## src/dsw_pkg.sv

```systemverilog
// ----------------------------------------------------------------------------
// dsw_pkg
// Shared types and codes for the delay-and-sum waveform synthesizer.
// ----------------------------------------------------------------------------
package dsw_pkg;

	localparam int ELEM_W     = 6;
	localparam int TIME_W     = 12;
	localparam int SAMPLE_W   = 16;
	localparam int AMP_W      = 16;
	localparam int FRAC_W     = 12;
	localparam int ECOUNT_W   = 7;
	localparam int SCOUNT_W   = 13;
	localparam int DSTEP_W    = 17;
	localparam int CFG_IDX_W  = 2;
	localparam int CFG_DATA_W = 17;

	// input mode field
	localparam logic [1:0] MODE_RECORD = 2'd0;
	localparam logic [1:0] MODE_STEER  = 2'd1;
	localparam logic [1:0] MODE_MEAN   = 2'd2;
	localparam logic [1:0] MODE_CLEAR  = 2'd3;

	// queued operations
	localparam logic [1:0] OP_WRITE = 2'd0;
	localparam logic [1:0] OP_SYNTH = 2'd1;
	localparam logic [1:0] OP_AVG   = 2'd2;
	localparam logic [1:0] OP_CLEAR = 2'd3;

	// configuration register indexes
	localparam logic [CFG_IDX_W-1:0] REG_ELEMENT_COUNT = 2'd0;
	localparam logic [CFG_IDX_W-1:0] REG_SAMPLE_COUNT  = 2'd1;
	localparam logic [CFG_IDX_W-1:0] REG_DELAY_STEP    = 2'd2;

	typedef struct packed {
		logic [1:0]                 op;
		logic [ELEM_W-1:0]          element;
		logic [TIME_W-1:0]          time_index;
		logic signed [SAMPLE_W-1:0] sample;
	} cmd_t;

endpackage

```

## src/dsw_fifo.sv

```systemverilog
// ----------------------------------------------------------------------------
// dsw_fifo
// Two-entry command queue between the front and back ends.
// ----------------------------------------------------------------------------
module dsw_fifo (
	input  logic          clk,
	input  logic          arst_n,
	input  logic          push,
	input  dsw_pkg::cmd_t push_cmd,
	output logic          full,
	input  logic          pop,
	output logic          empty,
	output dsw_pkg::cmd_t pop_cmd
);

	dsw_pkg::cmd_t entry_q [2];
	logic          wptr_q;
	logic          rptr_q;
	logic [1:0]    cnt_q;

	assign full    = (cnt_q == 2'd2);
	assign empty   = (cnt_q == 2'd0);
	assign pop_cmd = entry_q[rptr_q];

	always_ff @(posedge clk) begin
		if (push) begin
			entry_q[wptr_q] <= push_cmd;
		end
	end

	always_ff @(posedge clk or negedge arst_n) begin
		if (!arst_n) begin
			wptr_q <= 1'b0;
			rptr_q <= 1'b0;
			cnt_q  <= 2'd0;
		end else begin
			if (push) begin
				wptr_q <= ~wptr_q;
			end
			if (pop) begin
				rptr_q <= ~rptr_q;
			end
			case ({push, pop})
				2'b10:   cnt_q <= cnt_q + 2'd1;
				2'b01:   cnt_q <= cnt_q - 2'd1;
				default: cnt_q <= cnt_q;
			endcase
		end
	end

endmodule

```

## config.mk

```make
export PLATFORM = sky130hd
export DESIGN_NAME = dsw_fifo
export DESIGN_NICKNAME = d
export VERILOG_FILES = /design/src/dsw_pkg.sv /design/src/dsw_fifo.sv
export SDC_FILE = /design/constraint.sdc
export NUM_CORES = 1
export LEC_CHECK = 0
export BUFFER_PORTS_ARGS = -buffer_cell sky130_fd_sc_hd__buf_2
export CAP_MARGIN = 20
export CELL_PAD_IN_SITES_DETAIL_PLACEMENT = 0
export CELL_PAD_IN_SITES_GLOBAL_PLACEMENT = 2
export CORE_ASPECT_RATIO = 1.75
export CORE_MARGIN = 5
export CORE_UTILIZATION = 41
export CTS_CLUSTER_DIAMETER = 30
export DETAILED_ROUTE_END_ITERATION = 8
export GPL_ROUTABILITY_DRIVEN = 0
export PLACE_DENSITY = 0.89
export SETUP_SLACK_MARGIN = 0.02
export SKIP_LAST_GASP = 1
export SLEW_MARGIN = 20
export SYNTH_ARGS = -nofsm -noshare
export SYNTH_HDL_FRONTEND = slang
export SYNTH_SLANG_ARGS = --single-unit
```

## constraint.sdc

```tcl
create_clock -name clk -period 5.5 [get_ports clk]
set_input_delay 1.1 -clock clk [delete_from_list [all_inputs] [get_ports clk]]
set_output_delay 1.1 -clock clk [all_outputs]
set_load 0.02 [all_outputs]
```

[Word level (Yosys, flattened, before mapping)]
Memory sizes are Yosys's and may differ from the RTL's.
Cells that the tools add are included.
Storage, ports and cells
  flip-flop bits (word level): 4
  RAM bits: 72
  memories kept: 1
Memories
  entry_q: depth 2, bits a word 36, read ports 1, clocked after Yosys merged registers in 0, wr ports 1, RTL line dsw_fifo.sv:16  | dsw_pkg::cmd_t entry_q [2];
Cells by class
  $add $sub $neg: 2
  equal/unequal tests: 3
  multiplexer cells: 3
  bitwise gates (word level): 2
  reductions and logical operators: 2
Operator list (number)
  2-bit equality test (second input constant): 2
  2-bit case mux with 2 select lines: 1
  2-bit by 1-bit adder with 2-bit output (second input constant): 1
  2-bit by 1-bit equality test with 1-bit output (second input constant): 1
  2-bit zero test: 1
  1-bit 2-to-1 mux: 2
  1-bit NOT: 2
  2-bit nonzero test: 1
  2-bit by 1-bit subtractor with 2-bit output (second input constant): 1

[Logic depth before layout (Yosys ltp)]
  word-level depth: 2
  depth in mapped cells: 5
  mapped depth without buffers: 5

[Worst setup path after synthesis]
Ideal clock, no wire load.
  path kind: input to register
  start point: input push
  end point: memory entry_q[0][0] in the netlist's numbering (enable)
  setup time: 0.430 ns
  data arrival time: 2.672 ns
  slack: 2.398 ns
  cell stages on the path: 2
  cells stage by stage: inv_1 -> nor2_1
Between the ends
  cells in the longest elaborated chain, start to end: 2
Ends and longest elaborated chain
  from (decl): RTL line dsw_fifo.sv:8  | input logic push,
  1-bit 2-to-1 mux: RTL line dsw_fifo.sv:26  | if (push) begin
  1-bit 2-to-1 mux (implied by the code): RTL line dsw_fifo.sv:27  | entry_q[wptr_q] <= push_cmd;
  to (decl): RTL line dsw_fifo.sv:16
Every way passes these cells.

==> summary.txt <==
Synthesis
  – Mapped Nets: ~170
  – Avg Cell Area, Syn: roughly 23 um^2
  – Sequential area share after synthesis: 0.772
  – Post-synth ARST share: 0.0526
  – Mapped cell area: 2930 um^2
  – Most frequent cell after synthesis: edfxtp_1
  – Synth Warn #: 0
  – Post-synth EDFFs: around 70
  – Synth Register Bits: 76
  – Most used DFF post-synth: edfxtp_1
  – Largest cells by area after synthesis: edfxtp_1, mux2_4, dfrtp_1
  – Commonest cells in the netlist: edfxtp_1, mux2_4, mux2_2
  – Yosys top cell by area: edfxtp_1
  – Area share of the largest cell type after synthesis: 0.738
  – Mapped Cells: approximately 130
  – Synth unique cells: 13

Timing
  – Max transition margin: 0.311
  – Measured slew at the worst slew-check pin: a little over 1 ns
  – Period utilization: 0.520
  – Setup TNS: 0 ns
  – F_max: around 0.35 GHz
  – RSZ-0062 raised after global routing: false
  – Final hold violation count: 0
  – Setup violators final: 0
  – Layout Skew: 0.00406 ns
  – Final setup margin: 2.64 ns
  – Final Max Slew Viols: 0
  – Final Critical Period: roughly 2.9 ns

Critical path
  – CP Launch Point: rptr_q
  – CP Data Arrival Time: approximately 1.8 ns
  – RR Startpoint: wptr_q
  – Crit path capture type: output pin
  – CP Class: flip-flop to output pin
  – Critical Path Fanout Max: 37
  – Crit path launch type: flip-flop
  – Worst EP required: between 4 and 5 ns

Layout
  – Antenna Cells: 0
  – Layout cells sized above 1: 0.608
  – Finished Core Util: 0.538
  – Nets@finish: 253
  – Area growth syn-to-layout: 26.6%

Drt
  – Routed vias/inst: 4.63
  – Routed Antenna Nets: 0
  – Drt pass-1 iters: 4
  – Via Count: roughly 1,400
  – Routed WL: roughly 4600 um
  – Drt drc: 0
  – Initial DRC Count: 74
  – Wire per inst: 15.3 um

Worst hold path
  – Min-delay worst type: flip-flop to flip-flop
  – Hold path startpoint: cnt_q[1]

Global routing
  – Initial antenna violation count: 0
  – GRT Total Usage: 0.108
  – Largest net degree at the start of global routing: 38
  – Global route overflow: 0
  – Vias in the first global route: between 1,000 and 1,500
  – Global-route wire length before repair: 6970 um

CTS
  – H-tree depth: 3
  – Clock Latency Late Sink: between 0.3 and 0.4 ns
  – CTS tree: built
  – Post_cts resized: 0
  – CTS max path bufs: 2
  – Clock sinks: 76
  – Clock-pin slew on the worst setup and hold paths: 0.05 ns
  – Hold_buf cts: 0
  – Inserted Clock Buffers: 9
  – CTS Root Cell: clkbuf_16
  – Post-CTS Setup Inserts: 0

Power and ir drop
  – P_leak: ~1.5 nW
  – PwrDens: approximately 570 nW/um^2
  – Peak VDD IR: ~0.42 mV

Floorplan
  – Height of the die: ~120 um
  – Starting density of the core: 0.424
  – Die Width: between 70 and 80 um
  – Full die area: 9010 um^2
  – Core area: 6910 um^2
  – FP Rows: 40
  – I/O pins: 78

Placement
  – Worst slack at placement: approximately 2.7 ns
  – HPWL after detailed placement: roughly 3200 um
  – Port bufs: between 70 and 80

Status
  – Status: finished clean

Job
  – Max Cap Viol: 0
[final timing paths]
| kind | endpoint | slack [ns] | cells after the start |
|---|---|---|---|
| hold / removal | cnt_q[1] | 0.49 | 1 |
| setup / recovery | pop_cmd[2] | 2.64 | 2 |
| min in group asynchronous | cnt_q[0] | 0.58 | 1 |
| hold reg to reg | cnt_q[1] | 0.49 | 1 |
| max in group asynchronous | rptr_q | 4.78 | 1 |
| setup reg to reg | entry_q[0][23] | 3.86 | 1 |
[cell families after synthesis]
group	Yosys count	share of synthesized area
DFF	76	0.772
xor gates and xnor gates	5	0.0149
muxes	36	0.175
adders and majority gates	1	0.00427
buffers and inverters	5	0.0256
and+or+nand+nor	5	0.00811
[per-stage QoR]
stage	area [um^2]	power, mW	hold slack (ns)	cells
6_report	3710	2.11	0.489	301
5_1_grt	3710	2.21	0.527	301
4_1_cts	3710	2.16	0.489	301
3_5_place_dp	3360	1.49	0.479	285
3_3_place_gp	3360	1.48	0.480	285
2_1_floorplan	2930	1.35	0.456	128
[cell type report]
cell class / instances / area (um^2)
clock inverter: 7 / 124
sequential: 76 / 2270
multi-input combinational: 47 / 603
inverter: 1 / 3.75
fill: 567 / 3190
tap: 84 / 105
clock buffer: 9 / 225
timing repair buffer: 77 / 385
[cell usage in the layout (no fill, tap or decap), types with 2 or more instances in the layout]
master and n:
edfxtp_1 72, xnor2_1 2, xor2_1 3, bufinv_16 3
clkbuf_16 9, nor2_1 2, mux2_4 29, clkinv_4 2
buf_2 77, mux2_2 7, dfrtp_1 3
[report_power, final]
group          leakage, nW  internal [mW]  switching, mW
Sequential           0.721          0.775          0.106
Combinational        0.613          0.282          0.294
Clock                0.166          0.445          0.213
Total                 1.50           1.50          0.613
[critical path, stage by stage (launching register included)]
cell and delay (ns):
dfrtp_4 0.86, mux2_2 0.41, buf_2 0.16
[per-layer routing]
metal	share of wire	vias to the layer above	GRT usage	routed length, um
met5	0	-	0	0
met4	0.010	0	0.0612	48
met3	0.075	5	0.0363	346
met2	0.57	46	0.192	2620
met1	0.35	681	0.105	1600
li1	-	663	-	-
[registers in the layout (all words and copies together), names as in the netlist]
signal and count:
rptr_q 1, wptr_q 1, entry_q 72, cnt_q 2
No activity file was read; power rests on OpenSTA's default activity.
